**src/design/btc_pkg.sv**
```systemverilog
// Shared types, constants and helper functions of the block transposition cipher.
// Used by every module of the design; depends on nothing.
`timescale 1ns / 1ps

package btc_pkg;

    // Block geometry.
    localparam int MAX_SIDE = 8;
    localparam int CELLS    = MAX_SIDE * MAX_SIDE;
    localparam int IDX_W    = $clog2(CELLS);
    localparam int CNT_W    = IDX_W + 1;
    localparam int ROW_W    = $clog2(MAX_SIDE);
    localparam int SIDE_W   = 4;

    // Two blocks in storage: one filling, one reading out.
    localparam int BANKS       = 2;
    localparam int ADDR_W      = IDX_W + 1;
    localparam int QUEUE_DEPTH = BANKS;
    localparam int QPTR_W      = $clog2(QUEUE_DEPTH);

    // Padding character.
    localparam logic [7:0] PAD_CHAR = 8'h20;

    // Configuration port.
    localparam int PADDR_W = 3;
    localparam logic [SIDE_W-1:0] SIDE_RESET = 4'd8;
    localparam logic REG_SIDE  = 1'b0;
    localparam logic REG_STRIP = 1'b1;

    typedef struct packed {
        logic [SIDE_W-1:0] side;
        logic              strip;
    } btc_cfg_t;

    // Write port into the block storage.
    typedef struct packed {
        logic              en;
        logic [ADDR_W-1:0] addr;
        logic [7:0]        data;
    } btc_wr_t;

    // One finished block waiting for readout.
    typedef struct packed {
        logic              bank;
        logic [SIDE_W-1:0] side;
        logic [CNT_W-1:0]  cells;
        logic [CNT_W-1:0]  count;
        logic              fin;
        logic              strip;
    } btc_desc_t;

    // Hands a bank back to the front once its readout has been issued.
    typedef struct packed {
        logic en;
        logic bank;
    } btc_release_t;

    typedef enum logic [1:0] {
        BK_IDLE,
        BK_SCAN,
        BK_DRAIN,
        BK_EMIT
    } btc_state_t;

    // Side value as used: zero acts as one, values above the maximum are clamped.
    function automatic logic [SIDE_W-1:0] eff_side(input logic [SIDE_W-1:0] s);
        logic [SIDE_W-1:0] n;
        if (s == '0)
            n = SIDE_W'(1);
        else if (s > SIDE_W'(MAX_SIDE))
            n = SIDE_W'(MAX_SIDE);
        else
            n = s;
        return n;
    endfunction

    // Number of cells of a block with the given edge length.
    function automatic logic [CNT_W-1:0] cells_of(input logic [SIDE_W-1:0] n);
        logic [2*SIDE_W-1:0] p;
        p = {{SIDE_W{1'b0}}, n} * {{SIDE_W{1'b0}}, n};
        return p[CNT_W-1:0];
    endfunction

endpackage

```
**src/design/btc_front.sv**
```systemverilog
// Front part: accepts message bytes, writes them into the current bank and
// closes a block when it is full or final. Depends on btc_pkg.
`timescale 1ns / 1ps

module btc_front (
    input  logic                  clk,
    input  logic                  rst_n,
    input  btc_pkg::btc_cfg_t     cfg,
    input  logic                  start,
    input  logic [7:0]            data_byte,
    input  logic                  is_final,
    output logic                  busy,
    output btc_pkg::btc_wr_t      wr,
    output logic                  push,
    output btc_pkg::btc_desc_t    desc,
    input  btc_pkg::btc_release_t rel
);
    import btc_pkg::*;

    logic [IDX_W-1:0] fill_reg, fill_next;
    logic             wbank_reg, wbank_next;
    logic [BANKS-1:0] bank_busy_reg, bank_busy_next;

    logic [SIDE_W-1:0] n;
    logic [CNT_W-1:0]  cells;
    logic [CNT_W-1:0]  cnt1;
    logic              accept;
    logic              in_block;
    logic              flush;

    // Classify the incoming item against the current block size.
    always_comb
    begin
        n        = eff_side(cfg.side);
        cells    = cells_of(n);
        busy     = bank_busy_reg[wbank_reg];
        accept   = start && !busy;
        cnt1     = {1'b0, fill_reg} + CNT_W'(1);
        in_block = {1'b0, fill_reg} < cells;
        flush    = (cnt1 >= cells) || is_final;

        wr.en    = accept && in_block;
        wr.addr  = {wbank_reg, fill_reg};
        wr.data  = data_byte;

        push       = accept && flush;
        desc.bank  = wbank_reg;
        desc.side  = n;
        desc.cells = cells;
        desc.count = (cnt1 < cells) ? cnt1 : cells;
        desc.fin   = is_final;
        desc.strip = cfg.strip;
    end

    // Fill count, bank selection and bank ownership.
    always_comb
    begin
        fill_next      = fill_reg;
        wbank_next     = wbank_reg;
        bank_busy_next = bank_busy_reg;
        if (accept)
            fill_next = flush ? '0 : cnt1[IDX_W-1:0];
        if (rel.en)
            bank_busy_next[rel.bank] = 1'b0;
        if (push)
        begin
            bank_busy_next[wbank_reg] = 1'b1;
            wbank_next                = ~wbank_reg;
        end
    end

    always_ff @(posedge clk or negedge rst_n)
    begin
        if (!rst_n)
        begin
            fill_reg      <= '0;
            wbank_reg     <= 1'b0;
            bank_busy_reg <= '0;
        end
        else
        begin
            fill_reg      <= fill_next;
            wbank_reg     <= wbank_next;
            bank_busy_reg <= bank_busy_next;
        end
    end

endmodule

```
**src/design/btc_queue.sv**
```systemverilog
// Short queue of closed blocks between the front and the back part.
// Depends on btc_pkg; the depth is a power of two.
`timescale 1ns / 1ps

module btc_queue (
    input  logic               clk,
    input  logic               rst_n,
    input  logic               push,
    input  btc_pkg::btc_desc_t push_data,
    input  logic               pop,
    output logic               valid,
    output logic               full,
    output btc_pkg::btc_desc_t head
);
    import btc_pkg::*;

    btc_desc_t         entries_reg [QUEUE_DEPTH];
    logic [QPTR_W-1:0] wptr_reg, wptr_next;
    logic [QPTR_W-1:0] rptr_reg, rptr_next;
    logic [QPTR_W:0]   count_reg, count_next;

    // Status and pointer updates.
    always_comb
    begin
        valid      = count_reg != '0;
        full       = count_reg == (QPTR_W + 1)'(QUEUE_DEPTH);
        head       = entries_reg[rptr_reg];
        wptr_next  = push ? wptr_reg + QPTR_W'(1) : wptr_reg;
        rptr_next  = pop ? rptr_reg + QPTR_W'(1) : rptr_reg;
        count_next = count_reg;
        if (push && !pop)
            count_next = count_reg + (QPTR_W + 1)'(1);
        else if (pop && !push)
            count_next = count_reg - (QPTR_W + 1)'(1);
    end

    always_ff @(posedge clk or negedge rst_n)
    begin
        if (!rst_n)
        begin
            wptr_reg  <= '0;
            rptr_reg  <= '0;
            count_reg <= '0;
        end
        else
        begin
            wptr_reg  <= wptr_next;
            rptr_reg  <= rptr_next;
            count_reg <= count_next;
        end
    end

    // Entry storage needs no reset.
    always_ff @(posedge clk)
    begin
        if (push)
            entries_reg[wptr_reg] <= push_data;
    end

endmodule

```
**src/design/btc_back.sv**
```systemverilog
// Back part: holds the two-bank block storage and reads a closed block out
// column by column, with a scan pass for trailing spaces. Depends on btc_pkg.
`timescale 1ns / 1ps

module btc_back (
    input  logic                  clk,
    input  logic                  rst_n,
    input  btc_pkg::btc_wr_t      wr,
    input  logic                  q_valid,
    input  btc_pkg::btc_desc_t    q_head,
    output logic                  pop,
    output btc_pkg::btc_release_t rel,
    output logic [7:0]            out_byte,
    output logic                  out_final,
    output logic                  strobe
);
    import btc_pkg::*;

    logic [7:0] mem [BANKS*CELLS];
    logic [7:0] rdata_reg;

    btc_state_t       state_reg, state_next;
    btc_desc_t        desc_reg, desc_next;
    logic [IDX_W-1:0] r_reg, r_next;
    logic [IDX_W-1:0] addr_reg, addr_next;
    logic [ROW_W-1:0] row_reg, row_next;
    logic [ROW_W-1:0] col_reg, col_next;
    logic [IDX_W-1:0] last_reg, last_next;
    logic             found_reg, found_next;

    logic             p_valid_reg, p_valid_next;
    logic             p_emit_reg, p_emit_next;
    logic             p_pad_reg, p_pad_next;
    logic             p_last_reg, p_last_next;
    logic [IDX_W-1:0] p_pos_reg, p_pos_next;

    logic [ADDR_W-1:0] rd_addr;
    logic              issue;
    logic              row_wrap;
    logic [CNT_W-1:0]  scan_end;
    logic [CNT_W-1:0]  emit_end;
    logic [7:0]        p_byte;

    // Block storage: written by the front, read here with registered data.
    always_ff @(posedge clk)
    begin
        if (wr.en)
            mem[wr.addr] <= wr.data;
        rdata_reg <= mem[rd_addr];
    end

    // Cells at or beyond the fill count of the block read as padding.
    assign p_byte = p_pad_reg ? PAD_CHAR : rdata_reg;

    // Readout sequencer: walks rows inside each column.
    always_comb
    begin
        state_next = state_reg;
        desc_next  = desc_reg;
        r_next     = r_reg;
        addr_next  = addr_reg;
        row_next   = row_reg;
        col_next   = col_reg;
        last_next  = last_reg;
        found_next = found_reg;
        pop        = 1'b0;
        rel.en     = 1'b0;
        rel.bank   = desc_reg.bank;
        issue      = 1'b0;

        rd_addr  = {desc_reg.bank, addr_reg};
        row_wrap = {1'b0, row_reg} == (desc_reg.side - SIDE_W'(1));
        scan_end = desc_reg.cells - CNT_W'(1);
        if (desc_reg.fin && desc_reg.strip)
            emit_end = found_reg ? {1'b0, last_reg} : '0;
        else
            emit_end = scan_end;

        p_pad_next  = {1'b0, addr_reg} >= desc_reg.count;
        p_pos_next  = r_reg;
        p_last_next = desc_reg.fin && ({1'b0, r_reg} == emit_end);
        p_emit_next = state_reg == BK_EMIT;

        // Track the last non-space position seen during the scan pass.
        if (p_valid_reg && !p_emit_reg && p_byte != PAD_CHAR)
        begin
            found_next = 1'b1;
            last_next  = p_pos_reg;
        end

        unique case (state_reg)
            BK_IDLE:
            begin
                if (q_valid)
                begin
                    pop        = 1'b1;
                    desc_next  = q_head;
                    r_next     = '0;
                    addr_next  = '0;
                    row_next   = '0;
                    col_next   = '0;
                    found_next = 1'b0;
                    state_next = (q_head.fin && q_head.strip) ? BK_SCAN : BK_EMIT;
                end
            end
            BK_SCAN, BK_EMIT:
            begin
                issue  = 1'b1;
                r_next = r_reg + IDX_W'(1);
                if (row_wrap)
                begin
                    row_next  = '0;
                    col_next  = col_reg + ROW_W'(1);
                    addr_next = IDX_W'(col_reg) + IDX_W'(1);
                end
                else
                begin
                    row_next  = row_reg + ROW_W'(1);
                    addr_next = addr_reg + IDX_W'(desc_reg.side);
                end
                if (state_reg == BK_SCAN)
                begin
                    if ({1'b0, r_reg} == scan_end)
                        state_next = BK_DRAIN;
                end
                else if ({1'b0, r_reg} == emit_end)
                begin
                    rel.en     = 1'b1;
                    state_next = BK_IDLE;
                end
            end
            BK_DRAIN:
            begin
                r_next     = '0;
                addr_next  = '0;
                row_next   = '0;
                col_next   = '0;
                state_next = BK_EMIT;
            end
            default:
            begin
                state_next = BK_IDLE;
            end
        endcase

        p_valid_next = issue;
    end

    always_ff @(posedge clk or negedge rst_n)
    begin
        if (!rst_n)
        begin
            state_reg   <= BK_IDLE;
            p_valid_reg <= 1'b0;
            p_emit_reg  <= 1'b0;
            found_reg   <= 1'b0;
        end
        else
        begin
            state_reg   <= state_next;
            p_valid_reg <= p_valid_next;
            p_emit_reg  <= p_emit_next;
            found_reg   <= found_next;
        end
    end

    // Payload and counter registers.
    always_ff @(posedge clk)
    begin
        desc_reg   <= desc_next;
        r_reg      <= r_next;
        addr_reg   <= addr_next;
        row_reg    <= row_next;
        col_reg    <= col_next;
        last_reg   <= last_next;
        p_pad_reg  <= p_pad_next;
        p_last_reg <= p_last_next;
        p_pos_reg  <= p_pos_next;
    end

    // Result ports.
    assign strobe    = p_valid_reg && p_emit_reg;
    assign out_byte  = p_byte;
    assign out_final = strobe && p_last_reg;

endmodule

```
**src/design/block_transposition_cipher_top.sv**
```systemverilog
// Top level of the block transposition cipher: configuration registers and
// the front, queue and back parts. Depends on btc_pkg, btc_front, btc_queue, btc_back.
`timescale 1ns / 1ps

// Bytes are taken one per cycle (start high, busy low) into one of two block
// banks; a block closes when side*side bytes have arrived or a byte marked
// final arrives, and then reads out column by column, one byte per cycle on
// strobe, once the back part is idle. The back part passes through its idle
// state between blocks; a final block in strip mode first runs a scan pass
// through the bank read port and a drain state, then emits up to its last
// non-space byte. Input and readout overlap as long as a bank is free; busy
// rises only when both banks hold blocks whose readout has not yet been fully
// issued. The receiver must take every result in the cycle it is shown. No
// clearing pass is needed after reset: cells not written in the current block
// are read as spaces by the fill count.
module block_transposition_cipher_top (
    input  logic                          clk,
    input  logic                          rst_n,
    input  logic                          start,
    output logic                          busy,
    input  logic [7:0]                    data_byte,
    input  logic                          is_final,
    output logic [7:0]                    out_byte,
    output logic                          out_final,
    output logic                          strobe,
    input  logic                          psel,
    input  logic                          penable,
    input  logic                          pwrite,
    input  logic [btc_pkg::PADDR_W-1:0]   paddr,
    input  logic [31:0]                   pwdata,
    output logic [31:0]                   prdata,
    output logic                          pready
);
    import btc_pkg::*;

    logic [SIDE_W-1:0] side_reg;
    logic              strip_reg;
    logic              cfg_wr;

    btc_cfg_t     cfg;
    btc_wr_t      wr;
    btc_desc_t    desc;
    btc_desc_t    q_head;
    btc_release_t rel;
    logic         q_push;
    logic         q_pop;
    logic         q_valid;
    logic         q_full;

    // Configuration registers.
    assign pready = 1'b1;
    assign cfg_wr = psel && penable && pwrite && pready;

    always_ff @(posedge clk or negedge rst_n)
    begin
        if (!rst_n)
        begin
            side_reg  <= SIDE_RESET;
            strip_reg <= 1'b0;
        end
        else if (cfg_wr)
        begin
            unique case (paddr[2])
                REG_SIDE:  side_reg  <= pwdata[SIDE_W-1:0];
                REG_STRIP: strip_reg <= pwdata[0];
                default:   side_reg  <= side_reg;
            endcase
        end
    end

    always_comb
    begin
        unique case (paddr[2])
            REG_SIDE:  prdata = {{(32 - SIDE_W){1'b0}}, side_reg};
            REG_STRIP: prdata = {31'b0, strip_reg};
            default:   prdata = '0;
        endcase
    end

    assign cfg.side  = side_reg;
    assign cfg.strip = strip_reg;

    btc_front u_front (
        .clk       (clk),
        .rst_n     (rst_n),
        .cfg       (cfg),
        .start     (start),
        .data_byte (data_byte),
        .is_final  (is_final),
        .busy      (busy),
        .wr        (wr),
        .push      (q_push),
        .desc      (desc),
        .rel       (rel)
    );

    btc_queue u_queue (
        .clk       (clk),
        .rst_n     (rst_n),
        .push      (q_push),
        .push_data (desc),
        .pop       (q_pop),
        .valid     (q_valid),
        .full      (q_full),
        .head      (q_head)
    );

    btc_back u_back (
        .clk       (clk),
        .rst_n     (rst_n),
        .wr        (wr),
        .q_valid   (q_valid),
        .q_head    (q_head),
        .pop       (q_pop),
        .rel       (rel),
        .out_byte  (out_byte),
        .out_final (out_final),
        .strobe    (strobe)
    );

`ifndef NO_ASSERTIONS
    // A closed block always finds room in the queue.
    a_push_room: assert property (@(posedge clk) disable iff (!rst_n)
        q_push |-> !q_full)
        else $error("block closed while the queue is full");

    // The back part only takes a block that is waiting.
    a_pop_valid: assert property (@(posedge clk) disable iff (!rst_n)
        q_pop |-> q_valid)
        else $error("queue popped while empty");

    // No byte is written while the current bank is still under readout.
    a_no_write_busy: assert property (@(posedge clk) disable iff (!rst_n)
        busy |-> !wr.en)
        else $error("write into a bank that is being read out");
`endif

endmodule
```
**config.mk**
```make
export PLATFORM = sky130hd
export DESIGN_NAME = block_transposition_cipher_top
export DESIGN_NICKNAME = d
export VERILOG_FILES = /design/src/design/btc_pkg.sv /design/src/design/btc_front.sv /design/src/design/btc_queue.sv /design/src/design/btc_back.sv /design/src/design/block_transposition_cipher_top.sv
export SDC_FILE = /design/constraint.sdc
export NUM_CORES = 1
export LEC_CHECK = 0
export BUFFER_PORTS_ARGS = -buffer_cell sky130_fd_sc_hd__buf_2
export CORE_MARGIN = 2
export CORE_UTILIZATION = 56
export CTS_CLUSTER_SIZE = 14
export DETAILED_ROUTE_END_ITERATION = 6
export PLACE_DENSITY_LB_ADDON = 0.2
export REMOVE_ABC_BUFFERS = 1
export SKIP_CTS_REPAIR_TIMING = 1
export SLEW_MARGIN = 20
export SYNTH_ARGS = -nofsm -noshare
export SYNTH_HDL_FRONTEND = slang
export SYNTH_SLANG_ARGS = --single-unit
export TNS_END_PERCENT = 5
```
**constraint.sdc**
```tcl
create_clock -name clk -period 4.2 [get_ports clk]
set_clock_uncertainty 0.05 [all_clocks]
set_input_delay 0.42 -clock clk [delete_from_list [all_inputs] [get_ports clk]]
set_output_delay 0.42 -clock clk [all_outputs]
set_load 0.05 [all_outputs]
```
==> impl_metrics.py <==
metrics = {
    "synthesis": {
        "synth_compound_area_share_pct": 1.58,
        "synth-xor-area-share_pct": 0.712,
        "avgSynthCellArea_um2": 21.1,
        "ys_types": 63,
        "yosysMostFrequentCell": "edfxtp_1",
        "seq_area_frac_synth_pct": 75.2,
        "synth-async-reset-ratio_pct": 2.01,
        "yosysTopAreaCell": "edfxtp_1",
        "yosys_warnings": 0,
        "synth_top_area_share_pct": 73.2,
        "synth_edf_count": 1105,
        "dominantRegCellSynth": "edfxtp_1",
        "synth_top_cells_by_area": "edfxtp_1, mux4_2, nor2_1, dfrtp_1, ha_1",
        "ys_seq_elements": 1144,
        "syn-instance-count": 2150,
        "syn_area_mm2": 0.0453,
        "muxShareOfSynthArea_pct": 16.8,
        "yosys.area_share.simple_pct": 3.19,
        "synth_top_family_by_area": "multiplexers",
        "yosys-top-cells-count": "edfxtp_1, mux4_2, nor2_1",
        "synthAdderAreaFrac_pct": 0.977,
    },
    "pwr": {
        "sequentialPowerShare_pct": 44.3,
        "leakagePower_nw": 16.5,
        "ir_drop_mv": 0.541,
        "intPower_mw": 21.7,
        "combPwrFrac_pct": 24.9,
        "power_mw": 30.2,
        "p_sw_mw": 8.52,
        "power_frac_clock_pct": 30.7,
        "power.density_mw_per_mm2": 589,
        "swShare_pct": 28.2,
    },
    "clock_network": {
        "clock-root-buffer": "clkbuf_16",
        "cts_max_level": 3,
        "clkTransAtPathRegs_ns": 0.06,
        "clockBufferDepth": 3,
        "cts_tree": "done",
        "clk_latency_ns": 0.67,
        "numCtsBuffers": 110,
        "clock_sinks": 1144,
    },
    "setup_path": {
        "worstPathBufferInverterCount": 3,
        "cpPeakStageDelay_ns": 0.65,
        "critical_path.startpoint": "side_reg[3]$_DFFE_PN1P_",
        "required_ns": 4.53,
        "cp.arrival_ns": 4.26,
        "cpLargestDelayFamily": "simple AND/OR/NAND/NOR gates",
        "r2r-start": "side_reg[3]$_DFFE_PN1P_",
        "crit_chain": "nor2_1 -> buf_4 -> nor2b_1 -> inv_1 -> ha_1 -> a21o_1 -> a21o_1 -> a21oi_1 -> a211o_1 -> nand3_1 -> nor2_1 -> buf_4",
        "cp_max_fo": 12,
        "critPathLaunchType": "flop",
        "cp_slowest_cell": "dfstp_2",
        "worstSetupPathType": "flop to flop",
        "end_kind": "flop",
    },
    "timing": {
        "whs_ns": 0.0587,
        "post-route-period-util_pct": 93.7,
        "clock.fmax_ghz": 0.254,
        "rsz0062_at_grt": "false",
        "setup_viol": 0,
        "hold_viol": 0,
        "drv_slew": 0,
        "worst_pin_slew_ns": 1.08,
        "period_needed_ns": 3.93,
        "slew_headroom_pct": 28.3,
        "fin_ws_ns": 0.265,
    },
    "placed_design": {
        "place_ws_ns": 0.275,
        "io_buffers": 34,
        "dp_cells": 3334,
        "finalWeightedCongestion": 0.819,
        "dp_hpwl_um": 60400,
    },
    "route": {
        "drt_iter0_drc": 2328,
        "num_vias": 21701,
        "wl_um": 96600,
        "antenna_left": 0,
        "drt-pass1-iter-count": 6,
        "wl_per_cell_um": 27.3,
        "via_per_inst": 6.12,
        "drc": 0,
    },
    "finish": {
        "largest_register_ffs": 1024,
        "fin_nets": 2476,
        "stdcell_count": 3545,
        "area_growth_pct": 13.1,
        "drive_gt1_share_pct": 28.7,
        "nFillCells": 5209,
        "diodes": 0,
    },
    "floorplanning": {
        "die_x_um": 289,
        "ios": 94,
        "fp.coreArea_mm2": 0.0803,
        "rows": 104,
        "die-area_mm2": 0.0833,
        "die_y_um": 289,
        "initial_core_util_pct": 56.5,
    },
    "worst_hold_path": {
        "hold_start": "start",
        "hold_path.class": "primary input to flop",
    },
    "run": {
        "max_cap_viol_count": 0,
    },
    "global_routing": {
        "antenna_found_initial": 0,
        "grt_pass1_wl_um": 144000,
        "grt_pass1_vias": 22061,
        "grt_usage_pct": 23.8,
        "gr-total-overflow": 0,
        "grt_max_degree": 100,
    },
    "run_status": {
        "status": "finished clean",
    },
}
final cells by class:
cell class                      count  area, um2  share of cell area [%]
Multi-Input combinational cell    880      10600                    20.7
Inverter                           32        120                   0.234
Clock buffer                      154       3000                    5.85
Timing Repair Buffer              224       1750                    3.41
Sequential cell                  1144      34100                    66.4
Clock inverter                     51        374                   0.729
Tap cell                         1060       1330                    2.59
cells in the final DEF, fill, tap and decap left out, drive strengths merged, types with 14 or more instances in the layout:
cell type  synthesis  routed
o21ai             18      18
mux2              30      30
nor2b             23      23
buf               78     218
o22ai             34      34
xnor2             20      20
mux4             320     320
dfxtp             16      16
inv               32      34
clkbuf            45     154
nand2             36      36
nand3             19      19
nor4              14      14
nor2             172     172
a21oi             19      19
ha                33      33
conb               2      31
clkinv             0      42
xor2              16      16
edfxtp          1105    1105
dfrtp             22      22
per-layer routing:
layer / share of wire [%] / up-vias / global-route usage [%]
met4: 2.6 / 0 / 7.25
met3: 7.4 / 127 / 4.06
li1: - / 9315 / -
met2: 49 / 807 / 37.9
met1: 41 / 11452 / 34.4
met5: 0 / - / 0
logic make-up (layout without fill, tap and decap cells):
family / after synthesis / in the layout
compound gates: 111 / 111
simple gates: 312 / 312
xor+xnor: 36 / 36
flops: 1144 / 1144
fa+ha+maj: 35 / 35
other cells: 2 / 31
buf+inv: 155 / 461
mux: 355 / 355
worst paths after layout:
path	cells after the start	end	slack, ns
setup / recovery	12	u_back.mem[86][5]$_DFFE_PP_	0.27
hold / removal	3	u_front.bank_busy_reg[0]$_DFF_PN0_	0.06
setup reg to reg	12	u_back.mem[86][5]$_DFFE_PP_	0.27
hold reg to reg	0	u_back.last_reg[1]$_DFFE_PP_	0.35
max in group asynchronous	2	u_back.found_reg$_DFF_PN0_	3.42
min in group asynchronous	2	u_front.fill_reg[2]$_DFFE_PN0P_	0.28
power groups by stage:
| stage | Combinational, mW | Sequential [mW] | Clock (mW) |
|---|---|---|---|
| CTS | 7.60 | 13.4 | 9.43 |
| detailed placement | 7.57 | 13.6 | 0 |
| floorplan | 4.81 | 14.2 | 0 |
| global placement | 7.44 | 13.6 | 0 |
| finish | 7.54 | 13.4 | 9.29 |
| global route | 8.02 | 13.5 | 9.90 |
metrics by stage:
| stage | cell area (um2) | setup TNS (ns) | util [%] |
|---|---|---|---|
| final | 51300 | 0 | 63.9 |
| after global routing | 51300 | 0 | 63.9 |
| after CTS | 51200 | 0 | 63.8 |
| after detailed placement | 47900 | 0 | 59.6 |
| after global placement | 47900 | 0 | 59.6 |
| after floorplan | 44800 | -107.57 | - |
tightest hold or removal path, cell delays in order:
cell	delay [ns]
buf_2	0.12
nand3_1	0.08
o21ai_0	0.10
(Power assumes the default switching activity.)
